<file path="src/rtl/core/sbf_pkg.sv">
// shared types, constants and font tables of the scaled bitmap font pixel generator
package sbf_pkg;

  // font geometry
  localparam int GLYPH_COLS = 5;
  localparam int GLYPH_ROWS = 7;
  localparam int GLYPH_BITS = GLYPH_COLS * GLYPH_ROWS;
  localparam int GLYPH_COUNT = 47;
  localparam int SBF_MAX_FONT_HEIGHT = 64;
  localparam logic [6:0] MIN_FONT_HEIGHT = 7'd7;

  // register indexes of the configuration port
  localparam logic REG_FONT_HEIGHT = 1'b0;
  localparam logic REG_BOLD_MODE = 1'b1;

  // character codes with special font entries
  localparam logic [7:0] ASC_ZERO = "0";
  localparam logic [7:0] ASC_NINE = "9";
  localparam logic [7:0] ASC_UP_C = "C";
  localparam logic [7:0] ASC_UP_P = "P";
  localparam logic [7:0] ASC_UP_F = "F";
  localparam logic [7:0] ASC_UP_S = "S";
  localparam logic [7:0] ASC_COLON = ":";
  localparam logic [7:0] ASC_DOT = ".";
  localparam logic [7:0] ASC_MINUS = "-";
  localparam logic [7:0] ASC_SPACE = " ";
  localparam logic [7:0] ASC_UP_A = "A";
  localparam logic [7:0] ASC_UP_Z = "Z";
  localparam logic [7:0] ASC_LO_A = "a";
  localparam logic [7:0] ASC_LO_Z = "z";
  localparam logic [7:0] ASC_HASH = "#";
  localparam logic [7:0] ASC_LBRACKET = "[";
  localparam logic [7:0] ASC_RBRACKET = "]";

  // glyph slots in the font
  localparam logic [5:0] GL_C = 6'd10;
  localparam logic [5:0] GL_P = 6'd11;
  localparam logic [5:0] GL_F = 6'd12;
  localparam logic [5:0] GL_S = 6'd13;
  localparam logic [5:0] GL_COLON = 6'd14;
  localparam logic [5:0] GL_DOT = 6'd15;
  localparam logic [5:0] GL_MINUS = 6'd16;
  localparam logic [5:0] GL_BLANK = 6'd17;
  localparam logic [5:0] GL_LOWER_A = 6'd18;
  localparam logic [5:0] GL_HASH = 6'd44;
  localparam logic [5:0] GL_LBRACKET = 6'd45;
  localparam logic [5:0] GL_RBRACKET = 6'd46;

  typedef struct packed {
    logic       known;
    logic [5:0] idx;
  } entry_t;

  // scale values derived from the configuration
  typedef struct packed {
    logic [6:0] h;
    logic [5:0] gw;
    logic [2:0] bo;
    logic [5:0] adv;
  } scale_t;

  // band thresholds: row bands 1..6, column bands 1..4
  typedef logic [GLYPH_ROWS-2:0][5:0] row_thr_t;
  typedef logic [GLYPH_COLS-2:0][5:0] col_thr_t;

  // floor(x / 7) by reciprocal, exact for x below 448 (6-bit result)
  function automatic logic [5:0] div7(input logic [8:0] x);
    logic [17:0] p;
    p = 18'(x) * 18'd293;
    return p[16:11];
  endfunction

  // floor(x / 5) by reciprocal, exact for every 8-bit x
  function automatic logic [5:0] div5(input logic [7:0] x);
    logic [17:0] p;
    p = 18'(x) * 18'd205;
    return p[15:10];
  endfunction

  // character code to font slot, uppercase folded except C, P, F, S
  function automatic entry_t entry_of(input logic [7:0] code);
    entry_t e;
    e.known = 1'b1;
    e.idx = GL_BLANK;
    case (code) inside
      [ASC_ZERO:ASC_NINE]: e.idx = 6'(code - ASC_ZERO);
      ASC_UP_C: e.idx = GL_C;
      ASC_UP_P: e.idx = GL_P;
      ASC_UP_F: e.idx = GL_F;
      ASC_UP_S: e.idx = GL_S;
      ASC_COLON: e.idx = GL_COLON;
      ASC_DOT: e.idx = GL_DOT;
      ASC_MINUS: e.idx = GL_MINUS;
      ASC_SPACE: e.idx = GL_BLANK;
      [ASC_UP_A:ASC_UP_Z]: e.idx = 6'(code - ASC_UP_A) + GL_LOWER_A;
      [ASC_LO_A:ASC_LO_Z]: e.idx = 6'(code - ASC_LO_A) + GL_LOWER_A;
      ASC_HASH: e.idx = GL_HASH;
      ASC_LBRACKET: e.idx = GL_LBRACKET;
      ASC_RBRACKET: e.idx = GL_RBRACKET;
      default: e.known = 1'b0;
    endcase
    return e;
  endfunction

  // 5x7 glyph bitmap, row 0 in the top bits, column 0 as msb of each row
  function automatic logic [GLYPH_BITS-1:0] glyph_rows(input logic [5:0] idx);
    logic [GLYPH_BITS-1:0] g;
    case (idx)
      6'd0:  g = {5'h0E, 5'h11, 5'h13, 5'h15, 5'h19, 5'h11, 5'h0E};
      6'd1:  g = {5'h04, 5'h0C, 5'h04, 5'h04, 5'h04, 5'h04, 5'h0E};
      6'd2:  g = {5'h0E, 5'h11, 5'h01, 5'h02, 5'h04, 5'h08, 5'h1F};
      6'd3:  g = {5'h1F, 5'h02, 5'h04, 5'h02, 5'h01, 5'h11, 5'h0E};
      6'd4:  g = {5'h02, 5'h06, 5'h0A, 5'h12, 5'h1F, 5'h02, 5'h02};
      6'd5:  g = {5'h1F, 5'h10, 5'h1E, 5'h01, 5'h01, 5'h11, 5'h0E};
      6'd6:  g = {5'h06, 5'h08, 5'h10, 5'h1E, 5'h11, 5'h11, 5'h0E};
      6'd7:  g = {5'h1F, 5'h01, 5'h02, 5'h04, 5'h08, 5'h08, 5'h08};
      6'd8:  g = {5'h0E, 5'h11, 5'h11, 5'h0E, 5'h11, 5'h11, 5'h0E};
      6'd9:  g = {5'h0E, 5'h11, 5'h11, 5'h0F, 5'h01, 5'h02, 5'h0C};
      6'd10: g = {5'h0E, 5'h11, 5'h10, 5'h10, 5'h10, 5'h11, 5'h0E};
      6'd11: g = {5'h1E, 5'h11, 5'h11, 5'h1E, 5'h10, 5'h10, 5'h10};
      6'd12: g = {5'h1F, 5'h10, 5'h10, 5'h1E, 5'h10, 5'h10, 5'h10};
      6'd13: g = {5'h0F, 5'h10, 5'h10, 5'h0E, 5'h01, 5'h01, 5'h1E};
      6'd14: g = {5'h00, 5'h04, 5'h00, 5'h00, 5'h04, 5'h04, 5'h00};
      6'd15: g = {5'h00, 5'h00, 5'h00, 5'h00, 5'h00, 5'h0C, 5'h0C};
      6'd16: g = {5'h00, 5'h00, 5'h00, 5'h1F, 5'h00, 5'h00, 5'h00};
      6'd17: g = {5'h00, 5'h00, 5'h00, 5'h00, 5'h00, 5'h00, 5'h00};
      6'd18: g = {5'h0E, 5'h11, 5'h01, 5'h0F, 5'h11, 5'h11, 5'h0F};
      6'd19: g = {5'h10, 5'h10, 5'h16, 5'h19, 5'h11, 5'h19, 5'h16};
      6'd20: g = {5'h00, 5'h00, 5'h0E, 5'h10, 5'h10, 5'h10, 5'h0E};
      6'd21: g = {5'h01, 5'h01, 5'h0D, 5'h13, 5'h11, 5'h13, 5'h0D};
      6'd22: g = {5'h00, 5'h00, 5'h0E, 5'h11, 5'h1F, 5'h10, 5'h0E};
      6'd23: g = {5'h06, 5'h08, 5'h08, 5'h1E, 5'h08, 5'h08, 5'h08};
      6'd24: g = {5'h00, 5'h0F, 5'h11, 5'h11, 5'h0F, 5'h01, 5'h0E};
      6'd25: g = {5'h10, 5'h10, 5'h16, 5'h19, 5'h11, 5'h11, 5'h11};
      6'd26: g = {5'h04, 5'h00, 5'h0C, 5'h04, 5'h04, 5'h04, 5'h0E};
      6'd27: g = {5'h02, 5'h00, 5'h06, 5'h02, 5'h02, 5'h12, 5'h0C};
      6'd28: g = {5'h10, 5'h12, 5'h14, 5'h18, 5'h14, 5'h12, 5'h11};
      6'd29: g = {5'h0C, 5'h04, 5'h04, 5'h04, 5'h04, 5'h04, 5'h0E};
      6'd30: g = {5'h00, 5'h00, 5'h1A, 5'h15, 5'h15, 5'h15, 5'h15};
      6'd31: g = {5'h00, 5'h00, 5'h16, 5'h19, 5'h11, 5'h11, 5'h11};
      6'd32: g = {5'h00, 5'h00, 5'h0E, 5'h11, 5'h11, 5'h11, 5'h0E};
      6'd33: g = {5'h00, 5'h00, 5'h1E, 5'h11, 5'h1E, 5'h10, 5'h10};
      6'd34: g = {5'h00, 5'h00, 5'h0D, 5'h13, 5'h0F, 5'h01, 5'h01};
      6'd35: g = {5'h00, 5'h00, 5'h16, 5'h19, 5'h10, 5'h10, 5'h10};
      6'd36: g = {5'h00, 5'h00, 5'h0F, 5'h10, 5'h0E, 5'h01, 5'h1E};
      6'd37: g = {5'h08, 5'h08, 5'h1E, 5'h08, 5'h08, 5'h09, 5'h06};
      6'd38: g = {5'h00, 5'h00, 5'h11, 5'h11, 5'h11, 5'h13, 5'h0D};
      6'd39: g = {5'h00, 5'h00, 5'h11, 5'h11, 5'h11, 5'h0A, 5'h04};
      6'd40: g = {5'h00, 5'h00, 5'h11, 5'h15, 5'h15, 5'h15, 5'h0A};
      6'd41: g = {5'h00, 5'h00, 5'h11, 5'h0A, 5'h04, 5'h0A, 5'h11};
      6'd42: g = {5'h00, 5'h00, 5'h11, 5'h11, 5'h0F, 5'h01, 5'h0E};
      6'd43: g = {5'h00, 5'h00, 5'h1F, 5'h02, 5'h04, 5'h08, 5'h1F};
      6'd44: g = {5'h0A, 5'h0A, 5'h1F, 5'h0A, 5'h1F, 5'h0A, 5'h0A};
      6'd45: g = {5'h0E, 5'h08, 5'h08, 5'h08, 5'h08, 5'h08, 5'h0E};
      6'd46: g = {5'h0E, 5'h02, 5'h02, 5'h02, 5'h02, 5'h02, 5'h0E};
      default: g = '0;
    endcase
    return g;
  endfunction

endpackage

</file>
<file path="src/rtl/core/sbf_if.sv">
// valid/ready channel interfaces for character pixel requests and results
interface sbf_in_if;
  logic       valid;
  logic       ready;
  logic [7:0] char_code;
  logic [5:0] cell_column;
  logic [6:0] cell_row;

  modport source (output valid, output char_code, output cell_column, output cell_row,
                  input ready);
  modport sink (input valid, input char_code, input cell_column, input cell_row,
                output ready);
endinterface

interface sbf_out_if;
  logic       valid;
  logic       ready;
  logic       pixel_lit;
  logic       glyph_known;
  logic [5:0] cell_advance;

  modport source (output valid, output pixel_lit, output glyph_known, output cell_advance,
                  input ready);
  modport sink (input valid, input pixel_lit, input glyph_known, input cell_advance,
                output ready);
endinterface

</file>
<file path="src/rtl/core/sbf_scale.sv">
// font scale derivation: clamped height, glyph width, bold offset and cell advance
module sbf_scale
  import sbf_pkg::*;
#(
  parameter int MAX_FONT_HEIGHT = SBF_MAX_FONT_HEIGHT
) (
  input  logic [6:0] font_height,
  input  logic       bold_mode,
  output scale_t     scale
);

  logic [6:0] h;
  logic [5:0] gw;
  logic [5:0] sp;
  logic [5:0] bo_full;
  logic [2:0] bo;
  logic [6:0] hb;

  // clamp height into the supported range
  always_comb begin
    if (font_height < MIN_FONT_HEIGHT) begin
      h = MIN_FONT_HEIGHT;
    end else if (font_height > 7'(MAX_FONT_HEIGHT)) begin
      h = 7'(MAX_FONT_HEIGHT);
    end else begin
      h = font_height;
    end
  end

  // glyph width 5h/7 rounded up, spacing h/7 rounded up, bold h/14 rounded up
  assign gw = div7(9'(h) * 9'd5 + 9'd6);
  assign sp = div7(9'(h) + 9'd6);
  assign hb = (h + 7'd13) >> 1;
  assign bo_full = div7(9'(hb));
  assign bo = bold_mode ? bo_full[2:0] : 3'd0;

  assign scale.h = h;
  assign scale.gw = gw;
  assign scale.bo = bo;
  assign scale.adv = gw + sp + 6'(bo);

endmodule

</file>
<file path="src/rtl/core/scaled_bitmap_font_pixel_generator.sv">
// top level: four-stage pixel pipeline of the scaled 5x7 osd character generator
// path: a word accepted from in_ch is registered in s1, s2, s3 and s4, and leaves out_ch from s4
// throughput: one word per cycle while out_ch is ready; a stage holds its word only while the next one is stalled
// the depth is set by the capture, threshold, band and glyph-bit stages between input and output
// reset (rst_n low at a clock edge): all stages empty, font_height 7, bold_mode 0
module scaled_bitmap_font_pixel_generator
  import sbf_pkg::*;
#(
  parameter int MAX_FONT_HEIGHT = SBF_MAX_FONT_HEIGHT
) (
  input  logic       clk,
  input  logic       rst_n,
  input  logic       cfg_we,
  input  logic       cfg_index,
  input  logic [6:0] cfg_wdata,
  sbf_in_if.sink     in_ch,
  sbf_out_if.source  out_ch
);

  // largest bold offset reachable at the top font height
  localparam int BOLD_MAX = (MAX_FONT_HEIGHT + 13) / 14;

  // configuration registers
  logic [6:0] font_height_r;
  logic       bold_mode_r;

  always_ff @(posedge clk) begin
    if (!rst_n) begin
      font_height_r <= MIN_FONT_HEIGHT;
      bold_mode_r <= 1'b0;
    end else if (cfg_we) begin
      unique case (cfg_index)
        REG_FONT_HEIGHT: font_height_r <= cfg_wdata;
        REG_BOLD_MODE:   bold_mode_r <= cfg_wdata[0];
        default: ;
      endcase
    end
  end

  scale_t scale;

  sbf_scale #(
    .MAX_FONT_HEIGHT(MAX_FONT_HEIGHT)
  ) u_scale (
    .font_height(font_height_r),
    .bold_mode(bold_mode_r),
    .scale(scale)
  );

  // band index of a coordinate: how many thresholds it has reached
  function automatic logic [2:0] row_band(input logic [6:0] x, input row_thr_t t);
    logic [2:0] n;
    n = '0;
    for (int k = 0; k < GLYPH_ROWS - 1; k++) begin
      if (x >= {1'b0, t[k]}) n = n + 3'd1;
    end
    return n;
  endfunction

  function automatic logic [2:0] col_band(input logic [6:0] x, input col_thr_t u);
    logic [2:0] n;
    n = '0;
    for (int k = 0; k < GLYPH_COLS - 1; k++) begin
      if (x >= {1'b0, u[k]}) n = n + 3'd1;
    end
    return n;
  endfunction

  function automatic logic glyph_bit(input logic [GLYPH_BITS-1:0] g, input logic [2:0] r,
                                     input logic [2:0] c);
    logic [5:0] i;
    i = 6'(GLYPH_BITS - 1) - 6'(r) * 6'(GLYPH_COLS) - 6'(c);
    return g[i];
  endfunction

  // pipeline registers
  logic                  s1_v_r, s2_v_r, s3_v_r, s4_v_r;
  logic                  en1, en2, en3, en4;

  entry_t                s1_ent_r;
  logic [5:0]            s1_col_r;
  logic [6:0]            s1_row_r;
  scale_t                s1_sc_r;

  logic                  s2_known_r;
  logic [GLYPH_BITS-1:0] s2_glyph_r, s2_glyph_nxt;
  logic [5:0]            s2_col_r;
  logic [6:0]            s2_row_r;
  scale_t                s2_sc_r;
  row_thr_t              s2_t_r, s2_t_nxt;
  col_thr_t              s2_u_r, s2_u_nxt;

  logic                  s3_known_r;
  logic [GLYPH_BITS-1:0] s3_glyph_r;
  logic [5:0]            s3_adv_r;
  logic [BOLD_MAX:0]     s3_hv_r, s3_hv_nxt;
  logic [2:0]            s3_hsc_r [BOLD_MAX+1];
  logic [2:0]            s3_hsc_nxt [BOLD_MAX+1];
  logic [2:0]            s3_sr0_r, s3_sr0_nxt;
  logic [BOLD_MAX:1]     s3_vv_r, s3_vv_nxt;
  logic [2:0]            s3_vsr_r [1:BOLD_MAX];
  logic [2:0]            s3_vsr_nxt [1:BOLD_MAX];

  logic                  s4_lit_r, s4_lit_nxt;
  logic                  s4_known_r;
  logic [5:0]            s4_adv_r;

  // stall chain: a stage moves when it is empty or the next one moves
  assign en4 = !s4_v_r || out_ch.ready;
  assign en3 = !s3_v_r || en4;
  assign en2 = !s2_v_r || en3;
  assign en1 = !s1_v_r || en2;
  assign in_ch.ready = en1;

  // valid bits
  always_ff @(posedge clk) begin
    if (!rst_n) begin
      s1_v_r <= 1'b0;
      s2_v_r <= 1'b0;
      s3_v_r <= 1'b0;
      s4_v_r <= 1'b0;
    end else begin
      if (en1) s1_v_r <= in_ch.valid;
      if (en2) s2_v_r <= s1_v_r;
      if (en3) s3_v_r <= s2_v_r;
      if (en4) s4_v_r <= s3_v_r;
    end
  end

  // stage 1: capture word, look up font slot and scale
  always_ff @(posedge clk) begin
    if (en1) begin
      s1_ent_r <= entry_of(in_ch.char_code);
      s1_col_r <= in_ch.cell_column;
      s1_row_r <= in_ch.cell_row;
      s1_sc_r <= scale;
    end
  end

  // stage 2: band thresholds ceil(k*h/7), ceil(k*gw/5) and glyph fetch
  always_comb begin
    for (int k = 0; k < GLYPH_ROWS - 1; k++) begin
      s2_t_nxt[k] = div7(9'(s1_sc_r.h) * 9'(k + 1) + 9'd6);
    end
    for (int k = 0; k < GLYPH_COLS - 1; k++) begin
      s2_u_nxt[k] = div5(8'(s1_sc_r.gw) * 8'(k + 1) + 8'd4);
    end
    s2_glyph_nxt = s1_ent_r.known ? glyph_rows(s1_ent_r.idx) : '0;
  end

  always_ff @(posedge clk) begin
    if (en2) begin
      s2_known_r <= s1_ent_r.known;
      s2_glyph_r <= s2_glyph_nxt;
      s2_col_r <= s1_col_r;
      s2_row_r <= s1_row_r;
      s2_sc_r <= s1_sc_r;
      s2_t_r <= s2_t_nxt;
      s2_u_r <= s2_u_nxt;
    end
  end

  // stage 3: font bands of the pixel and of its bold neighbors left and above
  always_comb begin
    logic [6:0] c;
    logic [6:0] r;
    logic       row_in;
    logic       col_in;
    row_in = s2_row_r < s2_sc_r.h;
    col_in = {1'b0, s2_col_r} < {1'b0, s2_sc_r.gw};
    s3_sr0_nxt = row_band(s2_row_r, s2_t_r);
    for (int o = 0; o <= BOLD_MAX; o++) begin
      c = {1'b0, s2_col_r} - 7'(o);
      s3_hv_nxt[o] = ({1'b0, s2_col_r} >= 7'(o)) && (3'(o) <= s2_sc_r.bo) &&
                     (c < {1'b0, s2_sc_r.gw}) && row_in;
      s3_hsc_nxt[o] = col_band(c, s2_u_r);
    end
    for (int o = 1; o <= BOLD_MAX; o++) begin
      r = s2_row_r - 7'(o);
      s3_vv_nxt[o] = (s2_row_r >= 7'(o)) && (3'(o) <= s2_sc_r.bo) &&
                     (r < s2_sc_r.h) && col_in;
      s3_vsr_nxt[o] = row_band(r, s2_t_r);
    end
  end

  always_ff @(posedge clk) begin
    if (en3) begin
      s3_known_r <= s2_known_r;
      s3_glyph_r <= s2_glyph_r;
      s3_adv_r <= s2_sc_r.adv;
      s3_hv_r <= s3_hv_nxt;
      s3_hsc_r <= s3_hsc_nxt;
      s3_sr0_r <= s3_sr0_nxt;
      s3_vv_r <= s3_vv_nxt;
      s3_vsr_r <= s3_vsr_nxt;
    end
  end

  // stage 4: pick glyph bits and merge the bold smear
  always_comb begin
    s4_lit_nxt = 1'b0;
    for (int o = 0; o <= BOLD_MAX; o++) begin
      if (s3_hv_r[o] && glyph_bit(s3_glyph_r, s3_sr0_r, s3_hsc_r[o])) s4_lit_nxt = 1'b1;
    end
    for (int o = 1; o <= BOLD_MAX; o++) begin
      if (s3_vv_r[o] && glyph_bit(s3_glyph_r, s3_vsr_r[o], s3_hsc_r[0])) s4_lit_nxt = 1'b1;
    end
  end

  always_ff @(posedge clk) begin
    if (en4) begin
      s4_lit_r <= s4_lit_nxt;
      s4_known_r <= s3_known_r;
      s4_adv_r <= s3_adv_r;
    end
  end

  // result word
  assign out_ch.valid = s4_v_r;
  assign out_ch.pixel_lit = s4_lit_r;
  assign out_ch.glyph_known = s4_known_r;
  assign out_ch.cell_advance = s4_adv_r;

`ifndef ASSERT_OFF
  // an unknown character never paints a pixel
  a_unknown_blank: assert property (@(posedge clk) disable iff (!rst_n)
    out_ch.valid && !out_ch.glyph_known |-> !out_ch.pixel_lit)
    else $error("unknown glyph produced a lit pixel");

  // a full pipeline with a stalled output takes no new word
  a_full_blocks: assert property (@(posedge clk) disable iff (!rst_n)
    s1_v_r && s2_v_r && s3_v_r && s4_v_r && !out_ch.ready |-> !in_ch.ready)
    else $error("input accepted while pipeline full and stalled");

  // a word leaving stage 3 shows up at the output on the next cycle
  a_stage3_moves: assert property (@(posedge clk) disable iff (!rst_n)
    s3_v_r && en4 |=> out_ch.valid)
    else $error("word lost between stage 3 and output");

  // a stalled result keeps its advance
  a_adv_hold: assert property (@(posedge clk) disable iff (!rst_n)
    out_ch.valid && !out_ch.ready |=> $stable(s4_adv_r))
    else $error("cell advance changed while stalled");
`endif

endmodule
</file>
<file path="src/flat_wrapper.sv">
// flat-port wrapper written by rule: the top's interface ports become plain ports
module scaled_bitmap_font_pixel_generator_flat import sbf_pkg::*;
#(
  parameter int MAX_FONT_HEIGHT = SBF_MAX_FONT_HEIGHT
)
  (clk, rst_n, cfg_we, cfg_index, cfg_wdata, in_ch_valid, in_ch_char_code, in_ch_cell_column, in_ch_cell_row, in_ch_ready, out_ch_valid, out_ch_pixel_lit, out_ch_glyph_known, out_ch_cell_advance, out_ch_ready);
  sbf_in_if in_ch_i ();
  sbf_out_if out_ch_i ();
  input  logic clk;
  input  logic rst_n;
  input  logic cfg_we;
  input  logic cfg_index;
  input  logic [6:0] cfg_wdata;
  input wire logic [$bits(in_ch_i.valid)-1:0] in_ch_valid;
  input wire logic [$bits(in_ch_i.char_code)-1:0] in_ch_char_code;
  input wire logic [$bits(in_ch_i.cell_column)-1:0] in_ch_cell_column;
  input wire logic [$bits(in_ch_i.cell_row)-1:0] in_ch_cell_row;
  output wire logic [$bits(in_ch_i.ready)-1:0] in_ch_ready;
  output wire logic [$bits(out_ch_i.valid)-1:0] out_ch_valid;
  output wire logic [$bits(out_ch_i.pixel_lit)-1:0] out_ch_pixel_lit;
  output wire logic [$bits(out_ch_i.glyph_known)-1:0] out_ch_glyph_known;
  output wire logic [$bits(out_ch_i.cell_advance)-1:0] out_ch_cell_advance;
  input wire logic [$bits(out_ch_i.ready)-1:0] out_ch_ready;
  assign in_ch_i.valid = in_ch_valid;
  assign in_ch_i.char_code = in_ch_char_code;
  assign in_ch_i.cell_column = in_ch_cell_column;
  assign in_ch_i.cell_row = in_ch_cell_row;
  assign in_ch_ready = in_ch_i.ready;
  assign out_ch_valid = out_ch_i.valid;
  assign out_ch_pixel_lit = out_ch_i.pixel_lit;
  assign out_ch_glyph_known = out_ch_i.glyph_known;
  assign out_ch_cell_advance = out_ch_i.cell_advance;
  assign out_ch_i.ready = out_ch_ready;
  scaled_bitmap_font_pixel_generator #(.MAX_FONT_HEIGHT(MAX_FONT_HEIGHT)) u_core (.clk(clk), .rst_n(rst_n), .cfg_we(cfg_we), .cfg_index(cfg_index), .cfg_wdata(cfg_wdata), .in_ch(in_ch_i), .out_ch(out_ch_i));
endmodule
</file>
<file path="config.mk">
export PLATFORM = sky130hd
export DESIGN_NAME = scaled_bitmap_font_pixel_generator_flat
export DESIGN_NICKNAME = d
export VERILOG_FILES = /design/src/rtl/core/sbf_pkg.sv /design/src/rtl/core/sbf_if.sv /design/src/rtl/core/sbf_scale.sv /design/src/rtl/core/scaled_bitmap_font_pixel_generator.sv /design/src/flat_wrapper.sv
export SDC_FILE = /design/constraint.sdc
export NUM_CORES = 2
export LEC_CHECK = 0
export BUFFER_PORTS_ARGS = -buffer_cell sky130_fd_sc_hd__clkbuf_2
export CAP_MARGIN = 20
export CELL_PAD_IN_SITES_DETAIL_PLACEMENT = 0
export CELL_PAD_IN_SITES_GLOBAL_PLACEMENT = 1
export CORE_MARGIN = 4
export CORE_UTILIZATION = 25
export CTS_BUF_LIST = sky130_fd_sc_hd__clkbuf_16
export DETAILED_ROUTE_END_ITERATION = 10
export PLACE_DENSITY_LB_ADDON = 0.1
export SYNTH_ARGS = -nofsm -noshare
export SYNTH_HDL_FRONTEND = slang
export SYNTH_SLANG_ARGS = --single-unit
export TNS_END_PERCENT = 1
</file>
<file path="constraint.sdc">
create_clock -name clk -period 16.2 [get_ports clk]
set_clock_uncertainty 0.05 [all_clocks]
set_input_delay 1.62 -clock clk [delete_from_list [all_inputs] [get_ports clk]]
set_output_delay 1.62 -clock clk [all_outputs]
set_load 0.05 [all_outputs]
</file>
==> results.md <==
* Status: finished, final reports clean
* Post-synth EDFFs at 270
* IO buf count at 43
* Tightest Pin Transition at 1030 ps
* Fmax at 118 MHz
* Most numerous cell in the Yosys netlist: ha_1
* CORE AREA at 161000 sq um
* Yosys top cell area share at 32.9%
* Worst r2r path cells at 30
* Diodes inserted at 0
* Antenna violations before repair at 2
* Startpoint Class: register
* RSZ-0062 raised after global routing: no
* Stages on the worst setup path at 30
* Worst-path fanout max at 17
* Synth top cells by count: 1072 x ha_1, 528 x inv_1, 270 x edfxtp_1, 203 x nand2_1, 194 x a21oi_1
* CP Class: reg -> reg
* Die area at 169000 sq um
* Share of flip-flops with an asynchronous set or reset at 0%
* Reg clk slew, reported paths at 60 ps
* First-pass GRT wire length at 188000 microns
* Final setup fails at 0
* Vias in the first global route at 29761
* Top FF cell, synth: edfxtp_1
* Setup TNS Final at 0 ps
* Period utilization at 52.3%
* GR Util All Layers at 14.3%
* Post-synthesis sequential area ratio at 20.5%
* Post-synthesis average cell area at 9.98 sq um
* DIE WIDTH at 412 microns
* FILL cells at 17142
* CTS hold repair buffers at 0
* CP arrival at 8740 ps
* Adder-Cell Fraction of Synth Area at 38.3%
* Hold depth at 0
* H-tree depth at 2
* Vias after detailed routing at 29006
* Largest net degree at the start of global routing at 78
* Clk root buf: clkbuf_16
* Sink Count at 282
* Share of cells above drive strength 1 at 7.80%
* Nets at 5302
* Pre-antenna DRT Iters at 5
* Worst path max stage delay at 740 ps
* Critical Path RT at 16480 ps
* Post-synthesis register bit count at 282
* Num CTS Buffers at 41
* Synth Area in Compound Gates at 12.8%
* Drt total wl at 121000 microns
* Syn Std Cell Area at 40700 sq um
* Max Cap Violations at 0
* Critical Path Slowest Stage Cell: dfxtp_1
* Routability congestion estimate at 0.777
* Antenna viol nets, final at 0
* Slew Viols, Final at 0
* Worst relative slew slack at 30.5%
* Avg Vias per Cell at 4.62
* DP HPWL at 96300 microns
* Routed len/inst at 19.3 microns
* Syn Inst Count at 4079
* Largest family of logic cells by synthesized area: adder cells
* Min-Delay Path Class: reg -> reg
* # DRC at 0
* I/O pin count at 44
* Area growth syn-to-layout at 10.0%
* Multiplexer share of the synthesized area at 7.31%
* PostCTS Resize Cnt at 0
* Latest clock arrival within the worst-skew pair at 600 ps
* Clock period minus worst slack at 8470 ps
* Hold Vio Cnt, Final at 0
* Yosys warning total at 0
* Post-CTS setup buffers at 0
* Largest cells by area after synthesis: ha_1 33%, edfxtp_1 20%, mux4_2 5.4%
* Starting Density at 25.3%
* DRT iter0 DRCs at 1397
* Critical path endpoint category: register
* TritonCTS clock tree: done
* Max clock buf depth at 3
* Synth area leader: ha_1
* Count of cell types in the netlist at 89
* Die Ht at 412 microns
* Synth Area in XOR/XNOR at 6.14%
* Worst Path Buf+Inv at 3
* GRT overflow at 0
* Gate family responsible for the most delay along the worst path: adder cells
* Synth Area in Simple Gates at 8.94%
* Row count at 147
stage by stage:
| step | setup slack, ps | utilization (%) | instances | hold slack, ps | area [sq um] |
|---|---|---|---|---|---|
| 2_1_floorplan | 8520 | - | 4081 | 350 | 40700 |
| 3_3_place_gp | 7560 | 27.0 | 6205 | 350 | 43500 |
| 5_1_grt | 6920 | 27.8 | 6278 | 367 | 44800 |
| 3_5_place_dp | 7640 | 27.0 | 6205 | 355 | 43500 |
| 4_1_cts | 7580 | 27.8 | 6278 | 341 | 44800 |
| 6_report | 7730 | 27.8 | 6278 | 347 | 44800 |
cell usage in the layout, fill, tap and decap left out, types with 41 or more instances in the layout:
cell type  Yosys  final
ha_1        1072   1072
inv_1        528    532
edfxtp_1     270    270
nand2_1      203    201
a21oi_1      194    194
xnor2_1      173    173
nor2_1       153    153
o21ai_0      146    146
fa_1         108    108
a21o_1       102    102
mux4_2        97     97
xor2_1        93     93
nor2b_1       91     91
o21a_1        80     80
nand3_1       67     67
nor3_1        54     54
buf_4          0     45
nand2b_1      44     44
clkbuf_2       0     43
clkbuf_16      0     41
cell type report:
type	count	area, sq um	share of cell area [%]
Timing Repair Buffer	88	553	1.23
Sequential cell	282	8350	18.6
Inverter	528	1990	4.44
Clock inverter	32	278	0.620
Multi-Input combinational cell	3147	29900	66.8
Clock buffer	41	1030	2.29
Tap cell	2160	2700	6.03
cell families (layout without fill, tap and decap cells):
| family | count (synthesis) | count (layout) |
|---|---|---|
| XOR/XNOR | 275 | 275 |
| buffers and inverters | 652 | 689 |
| flip-flops | 282 | 282 |
| multiplexers | 171 | 171 |
| adder cells (fa/ha/maj) | 1180 | 1180 |
| other | 1 | 3 |
| AO/OA/AOI/OAI | 785 | 785 |
| AND/OR/NAND/NOR | 733 | 733 |
registers in the layout, indices dropped and copies added, names as in the netlist, 7 cells and up:
signal / count
u_core.s2_glyph_r: 35
u_core.s3_hsc_r: 18
u_core.s2_row_r: 7
u_core.s1_row_r: 7
u_core.s2_sc_r: 22
u_core.s2_u_r: 24
u_core.font_height_r: 7
u_core.s3_glyph_r: 35
u_core.s2_t_r: 36
u_core.s3_vsr_r: 15
u_core.s1_ent_r: 7
u_core.s1_sc_r: 22
per-layer routing:
metal	GRT usage (%)	up-vias	share of wire (%)
li1	-	14663	-
met1	20.5	13870	50
met4	2.24	0	1.4
met2	23.7	374	46
met5	0	-	0
met3	1.41	99	2.8
final timing paths:
kind / startpoint / end / slack (ps)
worst max-delay path: u_core.font_height_r[6] / u_core.s1_sc_r[5] / 7730
worst min register to register: u_core.s1_col_r[2] / u_core.s2_col_r[2] / 350
worst max register to register: u_core.font_height_r[6] / u_core.s1_sc_r[5] / 7730
worst min-delay path: u_core.s1_col_r[2] / u_core.s2_col_r[2] / 350
Power is not shown: default switching activity piles up to over one toggle a cycle in this logic, so the estimate is an artifact.
